$ cat src/rtl/core/bps_pkg.sv
// ----------------------------------------------------------------------------
// Bilinear pixel sampler package
// Widths, codes, payload types and controller types shared by the block.
// ----------------------------------------------------------------------------
package bps_pkg;

    // Store geometry and fixed-point format.
    localparam int unsigned MAX_WIDTH  = 256;
    localparam int unsigned MAX_HEIGHT = 256;
    localparam int unsigned FRAC_BITS  = 8;
    localparam int unsigned COL_W      = $clog2(MAX_WIDTH);
    localparam int unsigned ROW_W      = $clog2(MAX_HEIGHT);
    localparam int unsigned ADDR_W     = ROW_W + COL_W;
    localparam int unsigned STORE_DEPTH = MAX_WIDTH * MAX_HEIGHT;

    // Field widths.
    localparam int unsigned PIX_W   = 8;
    localparam int unsigned RGB_W   = 3 * PIX_W;
    localparam int unsigned COORD_W = 20;
    localparam int unsigned INT_W   = COORD_W - 1 - FRAC_BITS;
    localparam int unsigned CFG_W   = 9;
    localparam int unsigned CFG_IDX_W = 1;

    // Blend arithmetic widths.
    localparam int unsigned WGT_W = FRAC_BITS + 1;
    localparam int unsigned H_W   = PIX_W + FRAC_BITS;
    localparam int unsigned V_W   = PIX_W + 2 * FRAC_BITS;

    // Command codes.
    localparam logic CMD_WRITE  = 1'b0;
    localparam logic CMD_SAMPLE = 1'b1;

    // Configuration register indexes.
    localparam logic [CFG_IDX_W-1:0] REG_FRAME_WIDTH  = 1'b0;
    localparam logic [CFG_IDX_W-1:0] REG_FRAME_HEIGHT = 1'b1;

    // Input item.
    typedef struct packed {
        logic                      command;
        logic [COL_W-1:0]          pixel_col;
        logic [ROW_W-1:0]          pixel_row;
        logic [PIX_W-1:0]          pixel_blue;
        logic [PIX_W-1:0]          pixel_green;
        logic [PIX_W-1:0]          pixel_red;
        logic signed [COORD_W-1:0] sample_x;
        logic signed [COORD_W-1:0] sample_y;
    } bps_item_t;

    // Result item.
    typedef struct packed {
        logic             in_bounds;
        logic [PIX_W-1:0] out_blue;
        logic [PIX_W-1:0] out_green;
        logic [PIX_W-1:0] out_red;
    } bps_result_t;

    // Controller states.
    typedef enum logic [2:0] {
        ST_IDLE,
        ST_CHECK,
        ST_READ,
        ST_DRAIN,
        ST_HORZ,
        ST_VERT,
        ST_OUT
    } bps_state_t;

    // Commands from the controller to the datapath.
    typedef struct packed {
        logic       pixel_write;
        logic       sample_load;
        logic       bounds_load;
        logic       rd_en;
        logic       horz_en;
        logic       vert_en;
        logic       out_load;
        logic [1:0] idx;
    } bps_cmd_t;

    // Status from the datapath to the controller.
    typedef struct packed {
        logic in_bounds;
    } bps_status_t;

    // One channel out of a packed three-channel pixel.
    function automatic logic [PIX_W-1:0] chan_of(input logic [RGB_W-1:0] pix,
                                                 input logic [1:0] sel);
        logic [PIX_W-1:0] c;
        case (sel)
            2'd0:    c = pix[0 +: PIX_W];
            2'd1:    c = pix[PIX_W +: PIX_W];
            2'd2:    c = pix[2 * PIX_W +: PIX_W];
            default: c = '0;
        endcase
        return c;
    endfunction

endpackage

$ cat src/rtl/core/bps_ctrl.sv
// ----------------------------------------------------------------------------
// Bilinear sampler controller
// Sequences bounds check, four neighbor reads, channel blends and output.
// ----------------------------------------------------------------------------
module bps_ctrl (
    input  logic                  clk,
    input  logic                  rst_n,
    input  logic                  item_valid,
    input  logic                  item_command,
    output logic                  item_ready,
    output logic                  result_valid,
    input  logic                  result_ready,
    output bps_pkg::bps_cmd_t     cmd,
    input  bps_pkg::bps_status_t  status
);

    bps_pkg::bps_state_t state_reg, state_next;
    logic [1:0]          cnt_reg, cnt_next;
    logic                out_valid_reg, out_valid_next;

    // State, counter and output valid registers.
    always_ff @(posedge clk or negedge rst_n)
    begin
        if (!rst_n)
        begin
            state_reg     <= bps_pkg::ST_IDLE;
            cnt_reg       <= '0;
            out_valid_reg <= 1'b0;
        end
        else
        begin
            state_reg     <= state_next;
            cnt_reg       <= cnt_next;
            out_valid_reg <= out_valid_next;
        end
    end

    // Next state and datapath commands.
    always_comb
    begin
        state_next = state_reg;
        cnt_next   = cnt_reg;
        cmd        = '0;
        cmd.idx    = cnt_reg;
        item_ready = 1'b0;

        // A waiting result leaves once the sink takes it.
        out_valid_next = out_valid_reg && !result_ready;

        case (state_reg)
            bps_pkg::ST_IDLE:
            begin
                item_ready = 1'b1;
                if (item_valid)
                begin
                    if (item_command == bps_pkg::CMD_SAMPLE)
                    begin
                        cmd.sample_load = 1'b1;
                        state_next      = bps_pkg::ST_CHECK;
                    end
                    else
                    begin
                        cmd.pixel_write = 1'b1;
                    end
                end
            end
            bps_pkg::ST_CHECK:
            begin
                cmd.bounds_load = 1'b1;
                cnt_next        = '0;
                state_next      = status.in_bounds ? bps_pkg::ST_READ : bps_pkg::ST_OUT;
            end
            bps_pkg::ST_READ:
            begin
                cmd.rd_en = 1'b1;
                cnt_next  = cnt_reg + 2'd1;
                if (cnt_reg == 2'd3)
                begin
                    state_next = bps_pkg::ST_DRAIN;
                end
            end
            bps_pkg::ST_DRAIN:
            begin
                cnt_next   = '0;
                state_next = bps_pkg::ST_HORZ;
            end
            bps_pkg::ST_HORZ:
            begin
                cmd.horz_en = 1'b1;
                cnt_next    = cnt_reg + 2'd1;
                if (cnt_reg == 2'd2)
                begin
                    cnt_next   = '0;
                    state_next = bps_pkg::ST_VERT;
                end
            end
            bps_pkg::ST_VERT:
            begin
                cmd.vert_en = 1'b1;
                cnt_next    = cnt_reg + 2'd1;
                if (cnt_reg == 2'd2)
                begin
                    cnt_next   = '0;
                    state_next = bps_pkg::ST_OUT;
                end
            end
            bps_pkg::ST_OUT:
            begin
                // Load the output register once it is free or being emptied.
                if (!out_valid_reg || result_ready)
                begin
                    cmd.out_load   = 1'b1;
                    out_valid_next = 1'b1;
                    state_next     = bps_pkg::ST_IDLE;
                end
            end
            default:
            begin
                state_next = bps_pkg::ST_IDLE;
            end
        endcase
    end

    assign result_valid = out_valid_reg;

endmodule

$ cat config.mk
export PLATFORM = sky130hd
export DESIGN_NAME = bps_ctrl
export DESIGN_NICKNAME = d
export VERILOG_FILES = /design/src/rtl/core/bps_pkg.sv /design/src/rtl/core/bps_ctrl.sv
export SDC_FILE = /design/constraint.sdc
export NUM_CORES = 1
export LEC_CHECK = 0
export ABC_CLOCK_PERIOD_IN_PS = 1820
export BUFFER_PORTS_ARGS = -buffer_cell sky130_fd_sc_hd__buf_2
export CORE_MARGIN = 4
export CORE_UTILIZATION = 35
export DETAILED_ROUTE_END_ITERATION = 8
export PLACE_DENSITY_LB_ADDON = 0.1
export RECOVER_POWER = 100
export SYNTH_ARGS = -nofsm -noshare
export SYNTH_HDL_FRONTEND = slang
export SYNTH_SLANG_ARGS = --single-unit
$ cat constraint.sdc
create_clock -name clk -period 1.82 [get_ports clk]
set_clock_uncertainty 0.05 [all_clocks]
set_input_delay 0.273 -clock clk [delete_from_list [all_inputs] [get_ports clk]]
set_output_delay 0.273 -clock clk [all_outputs]
set_load 0.01 [all_outputs]
# --- Word level (Yosys, flattened, before mapping) ---
# Cells that the tools add are included.
# Widths: inputs -> output; s select.
classes:
  add_sub_neg: 1
  multipliers: 0
  div_mod_pow: 0
  magnitude_cmp: 0
  n_eq_ne: 14
  shifts: 0
  n_mux: 23
  bitwise_logic: 0
  reduce_logical: 9
ops:
  columns: ["operator", "n"]
  rows:
  - ["$mux 3", 7]
  - ["$pmux 3 s7", 1]
  - ["$ne 2x2->1 const B", 6]
  - ["$mux 1", 11]
  - ["$eq 3x3->1 const B", 3]
  - ["$eq 3x2->1 const B", 2]
  - ["$mux 2", 3]
  - ["$pmux 2 s3", 1]
  - ["$reduce_and 6->1", 1]
  - ["$eq 2x2->1 const B", 2]
  - ["$reduce_or 2->1", 2]
  - ["$eq 3x1->1 const B", 1]
  - ["$logic_not 3->1", 1]
  - ["$reduce_bool 3->1", 1]
  - ["$add 2x1->2 const B", 1]
  - ["$logic_not 1->1", 2]
  - ["$logic_and 1x1->1", 1]
  - ["$logic_or 1x1->1", 1]
word_totals:
  register_bits: 6
  latch_bits: 0
  ramBits: 0
  mem_bits_ro: 0
  input_bits: 6
  output_inout_bits: 11
  elab_cells: 50
  mem_count: 0

# --- Depth between registers and ports, before layout ---
# Gate-level depths: netlist of the first run.
logic_depth:
  word_depth: 4
  ltp_mapped: 5
  depth_no_buf: 5

# --- Least setup slack after synthesis of the first run ---
# Ideal clock, no wire load.
synth_timing:
  kind: "reg-to-reg"
  startpoint: "register cnt_reg[0]"
  endpoint: "register cnt_reg[1]"
  setup_ns: 0.127
  arrival_time_ns: 1.179
  required_time_ns: 1.643
  slack_ns: 0.463
  stages_incl_launch_ff: 6
  cell_sequence: "dfrtp_1 inv_1 ha_1 mux2_2 nand2_1 o21ai_0"
synth_between:
  elab_chain_cells: 3
  elab_cells_between_ends: 4
  classes_between: "1 x add/sub; 1 x eq/ne; 2 x mux"
synth_rtl:
  columns: ["element", "line", "text"]
  rows:
  - ["start, declared", "bps_ctrl.sv:18", "logic [1:0] cnt_reg, cnt_next;"]
  - ["start signal, assigned", "bps_ctrl.sv:33", "cnt_reg <= cnt_next;"]
  - ["$add 2x1->2 or $eq 2x2->1 (tied branches)", null, null]
  - ["$mux 2", "bps_ctrl.sv:91, bps_ctrl.sv:101", null]
  - ["$pmux 2 s3 (*)", "bps_ctrl.sv:50", "case (state_reg)"]
# Every way passes the cells marked *; elsewhere a longest branch is shown, timed or not.
# A chain may end at the register's enable or synchronous reset.

==> results of run 1 <==
==> power by group <==
part / switching (uW) / total, uW / internal [uW]
registers: 151 / 346 / 195
logic: 264 / 523 / 259
clock network: 47.7 / 122 / 74.5
total: 462 / 991 / 529
==> worst paths after layout <==
kind / depth (start not counted) / end / slack (ns)
setup / recovery: 3 / cmd[8] / 0.10
hold reg to reg: 2 / cnt_reg[1]$_DFFE_PN0P_ / 0.63
hold / removal: 3 / result_valid$_DFF_PN0_ / 0.30
max in group asynchronous: 2 / cnt_reg[1]$_DFFE_PN0P_ / 1.09
min in group asynchronous: 2 / state_reg[2]$_DFFE_PN0P_ / 0.38
setup reg to reg: 3 / state_reg[2]$_DFFE_PN0P_ / 0.41
==> stage by stage <==
stage          setup WS [ns]   util
2_1_floorplan          0.463      -
3_3_place_gp           0.382  0.435
3_5_place_dp           0.386  0.435
4_1_cts                0.112  0.460
5_1_grt               0.0130  0.449
6_report               0.104  0.449
==> cell usage in the layout (no fill, tap or decap), types with 2 or more instances in the layout <==
cell type and instances:
clkbuf_1 9, dfrtp_1 6, nand2b_1 2, nand2_1 3
xor2_1 2, o21ai_0 2, nor3_1 3, buf_2 6
ha_1 4, a21oi_1 2, clkbuf_4 3, nor2_1 2
clkbuf_2 2, mux2i_1 3, inv_1 4
==> Yosys cell counts <==
cell | n | share of area
nor3_1 | 3 | 0.030
nor2b_1 | 1 | 0.012
inv_1 | 4 | 0.030
and3b_1 | 1 | 0.017
nand3b_1 | 1 | 0.015
a32oi_1 | 1 | 0.017
mux2_2 | 1 | 0.022
nor4bb_2 | 1 | 0.032
nor2_1 | 2 | 0.015
ha_1 | 4 | 0.099
o21ai_0 | 2 | 0.020
o2111ai_1 | 1 | 0.017
a211o_1 | 1 | 0.017
dfrtp_1 | 6 | 0.30
o2bb2ai_1 | 1 | 0.017
and2_1 | 1 | 0.012
nand2b_4 | 1 | 0.027
nor4bb_1 | 1 | 0.020
and3_1 | 1 | 0.012
nor3_2 | 1 | 0.020
buf_4 | 2 | 0.030
buf_6 | 1 | 0.022
nand2b_1 | 2 | 0.025
a21oi_1 | 2 | 0.020
xor2_1 | 2 | 0.035
mux2i_1 | 3 | 0.059
buf_2 | 1 | 0.0099
xnor2_1 | 1 | 0.017
nand3_1 | 1 | 0.0099
nand2_1 | 3 | 0.022
==> kinds of logic (layout without fill, tap and decap cells) <==
logic type      after synthesis  count (layout)  synth area share
compound gates                8               8             0.109
buf+inv                       8              25            0.0916
simple gates                 20              20             0.270
mux                           4               4            0.0817
xor+xnor                      3               3            0.0520
fa+ha+maj                     4               4            0.0990
flops                         6               6             0.297
==> per-layer routing <==
| metal | global-route usage | vias up |
|---|---|---|
| li1 | - | 224 |
| met1 | 0.154 | 195 |
| met2 | 0.165 | 14 |
| met3 | 0.0593 | 4 |
| met4 | 0.0682 | 0 |
| met5 | 0 | - |
==> layout make-up <==
class,instances,share of cell area
Multi-Input combinational cell,39,0.516
Timing Repair Buffer,18,0.140
Inverter,4,0.0251
Tap cell,15,0.0313
Clock buffer,3,0.0376
Sequential cell,6,0.251
==> critical path, delay by kind of cell, from the launching register on <==
| kind | cells | cell delay (ns) |
|---|---|---|
| DFF | 1 | 0.55 |
| and+or+nand+nor | 2 | 0.43 |
| buffers and inverters | 1 | 0.15 |
==> repair_timing <==
item,CTS,global route
hold buffers,1,0
endpoints found under the hold margin,6,0
setup buffers,0,0
==> reports/qor.csv, run 1 <==
stage;metric;value;unit
setup_path;end_kind;output pin;
setup_path;crit_type;reg -> out;
setup_path;worstSetupStartpointType;flip-flop;
drt;drt-wirelength-per-cell;12.3;um
cells_and_area;final.fill_count;150;
clock_tree;cts_tree;done;
yosys;synth_nets;63;
sta;setup_tns;0;ns
setup_path;crit_chain;nor3_2 -> and3b_1 -> clkbuf_1;
drt;ant_nets;0;
placed_design;gp_congestion;0.714;
floorplanning;start_util;0.379;
drt;via_count;437;
setup_path;critPathMaxStageDelay;0.55;ns
placed_design;dp.cells;81;
cells_and_area;nets;82;
clock_tree;numCtsBuffers;3;
sta;rsz0062_at_grt;false;
clock_tree;cts_buffer_depth;2;
setup_path;cp_slowest_cell;dfrtp_1;
cells_and_area;final_cell_area;599;um^2
run;maxCapViolations;0;
yosys;netlist_area;505;um^2
worst_hold_path;hp-class;in -> reg;
cells_and_area;antenna_cells;0;
power;p_leak;0.000286;uW
clock_tree;clk_latency;0.25;ns
yosys;avgSynthCellArea;9.54;um^2
clock_tree;clock_sinks;6;
yosys;ys_warn_count;0;
worst_hold_path;hp-start;result_ready;
sta;fin_crit;1.72;ns
sta;finalSetupViolCount;0;
cells_and_area;instances_no_fill;85;
setup_path;startpoint;state_reg[1]$_DFFE_PN0P_;
drt;wl_met2;444;um
setup_path;r2r-start;state_reg[1]$_DFFE_PN0P_;
yosys;synthCells;53;
grt;grt_pass1_wl;1.75;mm
placed_design;dp_hpwl;801;um
grt;grt_max_degree;16;
drt;viasPerCell;5.14;
drt;wl_met1;491;um
clock_tree;ctsRootBufferMaster;clkbuf_4;
grt;grt_usage;0.122;
floorplanning;dieArea;2120;um^2
placed_design;placed_area;581;um^2
sta;finalCritPeriodShare;0.943;
drt;route.met3.wl;88;um
drt;wl;1.05;mm
yosys;synth.distinct_cells;30;
floorplanning;fp-row-count;13;
cells_and_area;area_growth_syn_to_layout;18.6;%
floorplanning;io_pins;17;
grt;grt_overflow;0;
cells_and_area;seqCellArea;150;um^2
clock_tree;clk_pin_slew;0.04;ns
floorplanning;coreArea;1330;um^2
power;powerDensity;1650;nW/um^2
yosys;synth-seq-cells;6;
clock_tree;cts.htree.levels;1;
power;power;991;uW
sta;drv_slew;0;
placed_design;portBuffers;16;
power;vdd_ir_drop_max;0.000781;V
outcome;status;finished clean;
grt;grt_pass1_vias;408;
sta;fin_hold_ws;0.298;ns
setup_path;worst-path-max-fanout;15;
sta;clock.fmax;0.583;GHz
cells_and_area;drive_above_1_share;0.214;
yosys;yosysSeqAreaShare;0.297;
drt;maxUsedRoutingLayer;met4;
sta;slew_headroom;0.661;
sta;worst_pin_slew;0.508;ns
sta;hold_violations;0;
cells_and_area;largest_register_ffs;3;
floorplanning;die_w;46.0;um
cells_and_area;multi_input_area;309;um^2
floorplanning;die_h;46.0;um
drt;drt_iter0_drc;9;
setup_path;crit_arrival;1.39;ns
grt;antenna_found_initial;0;
drt;drtPass1Iterations;4;
clock_tree;ctsResizeCount;0;
setup_path;critPathRequiredTime;1.50;ns
drt;drc;0;
No activity file was read; power rests on OpenSTA's default activity.
==> run 2, diff against run 1 <==
BUFFER_PORTS_ARGS = not set   (was -buffer_cell sky130_fd_sc_hd__buf_2)
CORE_MARGIN = not set   (was 4)
DONT_BUFFER_PORTS = 1   (was not set)
==> reports/qor.csv, run 2 (synthesis gave the netlist of run 1 again) <==
stage;metric;value;unit;change
cells_and_area;fin_util;0.404;;was 0.449
floorplanning;start_util;0.384;;was 0.379
power;clock_power_share;0.131;;was 0.123
cells_and_area;final.fill_count;141;;was 150
placed_design;gp_congestion;0.761;;was 0.714
sta;finalSetupViolCount;0;;unchanged
cells_and_area;largest_register_ffs;3;;unchanged
sta;setup_tns;0;ns;unchanged
grt;grt_pass1_wl;1.58;mm;was 1.75 mm
setup_path;crit_arrival;1.37;ns;was 1.39 ns
drt;drc;0;;unchanged
floorplanning;die_w;40.0;um;was 46.0 um
power;switching_power;441;uW;was 462 uW
power;comb_power_share;0.492;;was 0.528
setup_path;end_kind;output pin;;unchanged
clock_tree;numCtsBuffers;3;;unchanged
power;p_int;492;uW;was 529 uW
drt;wl;955;um;was 1.05 mm
setup_path;crit_type;reg -> out;;unchanged
clock_tree;ctsRootBufferMaster;clkbuf_4;;unchanged
floorplanning;coreArea;1320;um^2;was 1330 um^2
worst_hold_path;hp-class;in -> reg;;unchanged
cells_and_area;antenna_cells;0;;unchanged
floorplanning;fp-row-count;13;;unchanged
setup_path;worstRegToRegCells;5;;was 3
grt;antenna_found_initial;0;;unchanged
power;vdd_ir_drop_max;0.000619;V;was 0.000781 V
floorplanning;dieArea;1600;um^2;was 2120 um^2
outcome;status;finished clean;;unchanged
worst_hold_path;whs_path_depth;2;;was 3
clock_tree;clk_latency;0.24;ns;was 0.25 ns
sta;worst_pin_slew;0.448;ns;was 0.508 ns
run;maxCapViolations;0;;unchanged
grt;grt_pass1_vias;367;;was 408
power;p_sw_frac;0.473;;was 0.466
grt;grt_usage;0.148;;was 0.122
drt;via_count;378;;was 437
sta;drv_slew;0;;unchanged
drt;viasPerCell;5.40;;was 5.14
clock_tree;cts_tree;done;;unchanged
placed_design;portBuffers;0;;was 16
setup_path;worst-path-max-fanout;15;;unchanged
clock_tree;clock_sinks;6;;unchanged
grt;grt_overflow;0;;unchanged
drt;ant_nets;0;;unchanged
drt;drtPass1Iterations;4;;unchanged
sta;rsz0062_at_grt;false;;unchanged
floorplanning;io_pins;17;;unchanged
cells_and_area;area_growth_syn_to_layout;5.20;%;was 18.6%
sta;clock.fmax;0.590;GHz;was 0.583 GHz
power;p_leak;0.000245;uW;was 0.000286 uW
power;powerDensity;1760;nW/um^2;was 1650 nW/um^2
cells_and_area;drive_above_1_share;0.127;;was 0.214
sta;slew_headroom;0.702;;was 0.661
clock_tree;post_cts_buffers;0;;unchanged
grt;grt_max_degree;16;;unchanged
clock_tree;cts.htree.levels;1;;unchanged
setup_path;critPathRequiredTime;1.50;ns;about the same
sta;hold_violations;0;;unchanged
placed_design;dp_hpwl;726;um;was 801 um
sta;fin_crit;1.70;ns;was 1.72 ns
clock_tree;cts_buffer_depth;2;;unchanged
clock_tree;ctsResizeCount;0;;unchanged
clock_tree;clk_pin_slew;0.04;ns;about the same
floorplanning;die_h;40.0;um;was 46.0 um
power;pwr-share-seq;0.377;;was 0.349
cells_and_area;final_common_cell;dfrtp_1;;was clkbuf_1
sta;finalCritPeriodShare;0.932;;was 0.943
drt;drt-wirelength-per-cell;13.6;um;was 12.3 um
cells_and_area;most-common-layout-cells;6 x dfrtp_1, 4 x inv_1, 4 x nor3_1, 4 x ha_1;;was 9 x clkbuf_1, 6 x dfrtp_1, 6 x buf_2
drt;drt_iter0_drc;4;;was 9
setup_path;worstSetupStartpointType;flip-flop;;unchanged
cells_and_area;nets;67;;was 82
## run 2: cell count changes in the layout (fill, tap and decap cells not counted)
cell	change
clkbuf_1	-8
buf_2	-6
clkbuf_2	-2
and2_0	+1
and2_1	-1
buf_4	+1
nor3_1	+1
nor3_2	-1
## run 2: what timing repair did
| item | in CTS | in global routing |
|---|---|---|
| hold buffers | 1 | 0 |
| setup endpoints to repair | 0 | 0 |
| endpoints found under the hold margin | 6 | 0 |
## run 2: routing by layer
layer | vias up | share of wire | GRT usage
li1 | 188 | - | -
met1 | 171 | 0.45 | 0.214
met2 | 17 | 0.48 | 0.194
met3 | 2 | 0.057 | 0.0222
met4 | 0 | 0.016 | 0.112
met5 | - | 0 | 0
## run 2: layout make-up
cell class                 instances  area [um^2]  share of cell area
multi-input combinational         39          304               0.572
clock buffer                       3         22.5              0.0424
inverter                           4         15.0              0.0282
timing repair buffer               3         21.3              0.0400
sequential                         6          150               0.282
tap                               15         18.8              0.0353
## run 2: worst paths after layout
kind / from / slack (ns) / to
min in group asynchronous: rst_n / 0.28 / result_valid$_DFF_PN0_
setup / recovery: state_reg[1]$_DFFE_PN0P_ / 0.12 / cmd[8]
setup reg to reg: cnt_reg[0]$_DFFE_PN0P_ / 0.34 / cnt_reg[1]$_DFFE_PN0P_
max in group asynchronous: rst_n / 1.22 / state_reg[0]$_DFFE_PN0P_
hold reg to reg: state_reg[2]$_DFFE_PN0P_ / 0.63 / state_reg[1]$_DFFE_PN0P_
hold / removal: item_valid / 0.19 / state_reg[2]$_DFFE_PN0P_
## run 2: critical path, stage by stage (launching register included)
cell     delay (ns)
dfrtp_1        0.53
nor3_1         0.33
and3b_1        0.27
## run 2: metrics by stage
stage | area (um^2) | total power [uW] | hold slack, ns | cells | setup WS (ns)
floorplan | 505 | 758 | -0.0726 | 53 | 0.463
global placement | 508 | 811 | -0.0724 | 66 | 0.380
detailed placement | 508 | 828 | -0.0724 | 66 | 0.343
CTS | 541 | 963 | 0.187 | 70 | 0.151
global route | 532 | 1030 | 0.197 | 70 | 0.0202
finish | 532 | 934 | 0.193 | 70 | 0.125
## run 2: power by group through the flow
stage,sequential [uW],combinational [uW],clock [uW]
after floorplan,251,507,0
after global placement,354,457,0
after detailed placement,358,471,0
after CTS,355,477,130
after global routing,376,518,138
final,352,460,122
==> run 3, diff against run 2 <==
CORE_AREA = 2 2 39 41   (was not set)
CORE_UTILIZATION = not set   (was 35)
DIE_AREA = 0 0 41 43   (was not set)
==> reports/qor.csv, run 3 (synthesis gave the netlist of run 1 again) <==
stage;metric;value;unit;change
cells_and_area;antenna_cells;0;;unchanged
setup_path;path_delay_family;simple AND/OR/NAND/NOR gates;;unchanged
setup_path;crit_type;reg -> out;;unchanged
sta;clock.fmax;0.600;GHz;was 0.590 GHz
clock_tree;ctsRootBufferMaster;clkbuf_4;;unchanged
drt;ant_nets;0;;unchanged
clock_tree;clock_sinks;6;;unchanged
drt;via_count;391;;was 378
drt;drtPass1Iterations;4;;unchanged
grt;antenna_found_initial;0;;unchanged
cells_and_area;seqCellArea;151;um^2;was 150 um^2
setup_path;end_kind;output pin;;unchanged
setup_path;crit_chain;nor3_1 -> and3b_1;;unchanged
sta;finalWorstSetupSlack;0.154;ns;was 0.125 ns
grt;grt_usage;0.147;;was 0.148
setup_path;r2r_slack;0.34;ns;about the same
setup_path;worstSetupStartpointType;flip-flop;;unchanged
placed_design;portBuffers;0;;unchanged
sta;finalSetupViolCount;0;;unchanged
sta;fin_hold_ws;0.182;ns;was 0.193 ns
clock_tree;post_cts_buffers;0;;unchanged
floorplanning;dieArea;1760;um^2;was 1600 um^2
sta;setup_tns;0;ns;unchanged
worst_hold_path;whs_path_depth;2;;unchanged
placed_design;gp_congestion;0.756;;was 0.761
placed_design;dp_hpwl;741;um;was 726 um
cells_and_area;largest_register_ffs;3;;unchanged
worst_hold_path;hp-start;item_valid;;unchanged
setup_path;r2r-start;cnt_reg[0]$_DFFE_PN0P_;;unchanged
outcome;status;finished clean;;unchanged
sta;fin_crit;1.67;ns;was 1.70 ns
drt;drt_iter0_drc;8;;was 4
clock_tree;cts_tree;done;;unchanged
clock_tree;clk_latency;0.24;ns;about the same
sta;rsz0062_at_grt;false;;unchanged
cells_and_area;most-common-layout-cells;5 x dfrtp_1, 4 x inv_1, 4 x nor3_1, 4 x ha_1;;was 6 x dfrtp_1, 4 x inv_1, 4 x nor3_1, 4 x ha_1
floorplanning;fp-row-count;14;;was 13
cells_and_area;nets;66;;was 67
placed_design;post-place-ws;0.351;ns;was 0.343 ns
sta;hold_violations;0;;unchanged
setup_path;worst-path-max-fanout;18;;was 15
cells_and_area;area_growth_syn_to_layout;4.95;%;was 5.20%
cells_and_area;drive_above_1_share;0.148;;was 0.127
grt;grt_pass1_vias;386;;was 367
worst_hold_path;hp-class;in -> reg;;unchanged
grt;grt_max_degree;19;;was 16
floorplanning;coreArea;1380;um^2;was 1320 um^2
cells_and_area;final.fill_count;139;;was 141
setup_path;crit_arrival;1.34;ns;was 1.37 ns
sta;finalCritPeriodShare;0.916;;was 0.932
drt;drt-wirelength-per-cell;14.1;um;was 13.6 um
drt;viasPerCell;5.59;;was 5.40
setup_path;cp_slowest_cell;dfrtp_2;;was dfrtp_1
sta;worst_pin_slew;0.397;ns;was 0.448 ns
clock_tree;cts_buffer_depth;2;;unchanged
run;maxCapViolations;0;;unchanged
floorplanning;die_w;41;um;was 40.0 um
setup_path;timing.rr.end;cnt_reg[1]$_DFFE_PN0P_;;unchanged
floorplanning;start_util;0.365;;was 0.384
drt;drc;0;;unchanged
setup_path;worstRegToRegCells;5;;unchanged
setup_path;critPathMaxStageDelay;0.53;ns;about the same
cells_and_area;fin_util;0.383;;was 0.404
setup_path;critPathBufInv;0;;unchanged
power;p_leak;0.000242;uW;was 0.000245 uW
floorplanning;die_h;43;um;was 40.0 um
setup_path;critPathRequiredTime;1.50;ns;about the same
cells_and_area;final_common_cell;dfrtp_1;;unchanged
cells_and_area;final_cell_area;531;um^2;was 532 um^2
floorplanning;io_pins;17;;unchanged
grt;grt_pass1_wl;1.77;mm;was 1.58 mm
power;vdd_ir_drop_max;0.000854;V;was 0.000619 V
cells_and_area;multi_input_area;304;um^2;unchanged
clock_tree;clk_pin_slew;0.05;ns;was 0.04 ns
drt;wl;990;um;was 955 um
placed_design;placed_area;502;um^2;was 508 um^2
sta;slew_headroom;0.735;;was 0.702
sta;drv_slew;0;;unchanged
clock_tree;cts.htree.levels;1;;unchanged
power;powerDensity;1750;nW/um^2;was 1760 nW/um^2
worst_hold_path;whs_endpoint;state_reg[2]$_DFFE_PN0P_;;unchanged
grt;grt_overflow;0;;unchanged
clock_tree;numCtsBuffers;3;;unchanged
[run 3: cell count changes in the layout (fill, tap and decap cells not counted), sizes merged]
| cell | change |
|---|---|
| clkbuf | -1 |
[run 3: power breakdown]
part	switching, uW	internal, uW
sequential	177	197
combinational	217	219
clock	46.7	74.5
total	440	490
[run 3: how the worst max path moves through the flow]
stage / start / endpoint / slack [ns] / cells after the start
floorplan: cnt_reg[0]$_DFFE_PN0P_ / cnt_reg[1]$_DFFE_PN0P_ / 0.46 / 5
CTS: state_reg[1]$_DFFE_PN0P_ / cmd[2] / 0.11 / 2
finish: state_reg[1]$_DFFE_PN0P_ / cmd[8] / 0.15 / 2
global placement: cnt_reg[0]$_DFFE_PN0P_ / cnt_reg[1]$_DFFE_PN0P_ / 0.38 / 5
global route: state_reg[2]$_DFFE_PN0P_ / cmd[4] / 0.03 / 2
detailed placement: cnt_reg[0]$_DFFE_PN0P_ / cnt_reg[1]$_DFFE_PN0P_ / 0.35 / 5
[run 3: cell type report]
type,instances,area share
Timing Repair Buffer,2,0.0330
Tap cell,16,0.0377
Clock buffer,3,0.0425
Inverter,4,0.0283
Sequential cell,6,0.285
Multi-Input combinational cell,39,0.573
[run 3: worst register-to-register path: stages, from the launching register on]
cell	delay, ns
dfrtp_1	0.49
inv_1	0.11
ha_1	0.30
mux2_2	0.26
nand2_1	0.06
o21ai_0	0.08
[run 3: what timing repair did]
| item | 4_1_cts | 5_1_grt |
|---|---|---|
| endpoints found under the hold margin | 6 | 0 |
| setup endpoints to repair | 0 | 1 |
| resized for setup | 0 | 1 |
| hold buffers | 1 | 0 |
[run 3: layer usage]
metal / GRT usage / vias to the layer above / wire length [um]
met5: 0 / - / 0
met4: 0.0400 / 0 / 9
met3: 0.0628 / 2 / 72
met2: 0.222 / 16 / 491
met1: 0.186 / 182 / 417
li1: - / 191 / -
[run 3: stage by stage]
step	power, uW	instances
finish	931	70
global route	1040	70
CTS	951	70
detailed placement	815	66
global placement	798	66
floorplan	758	53
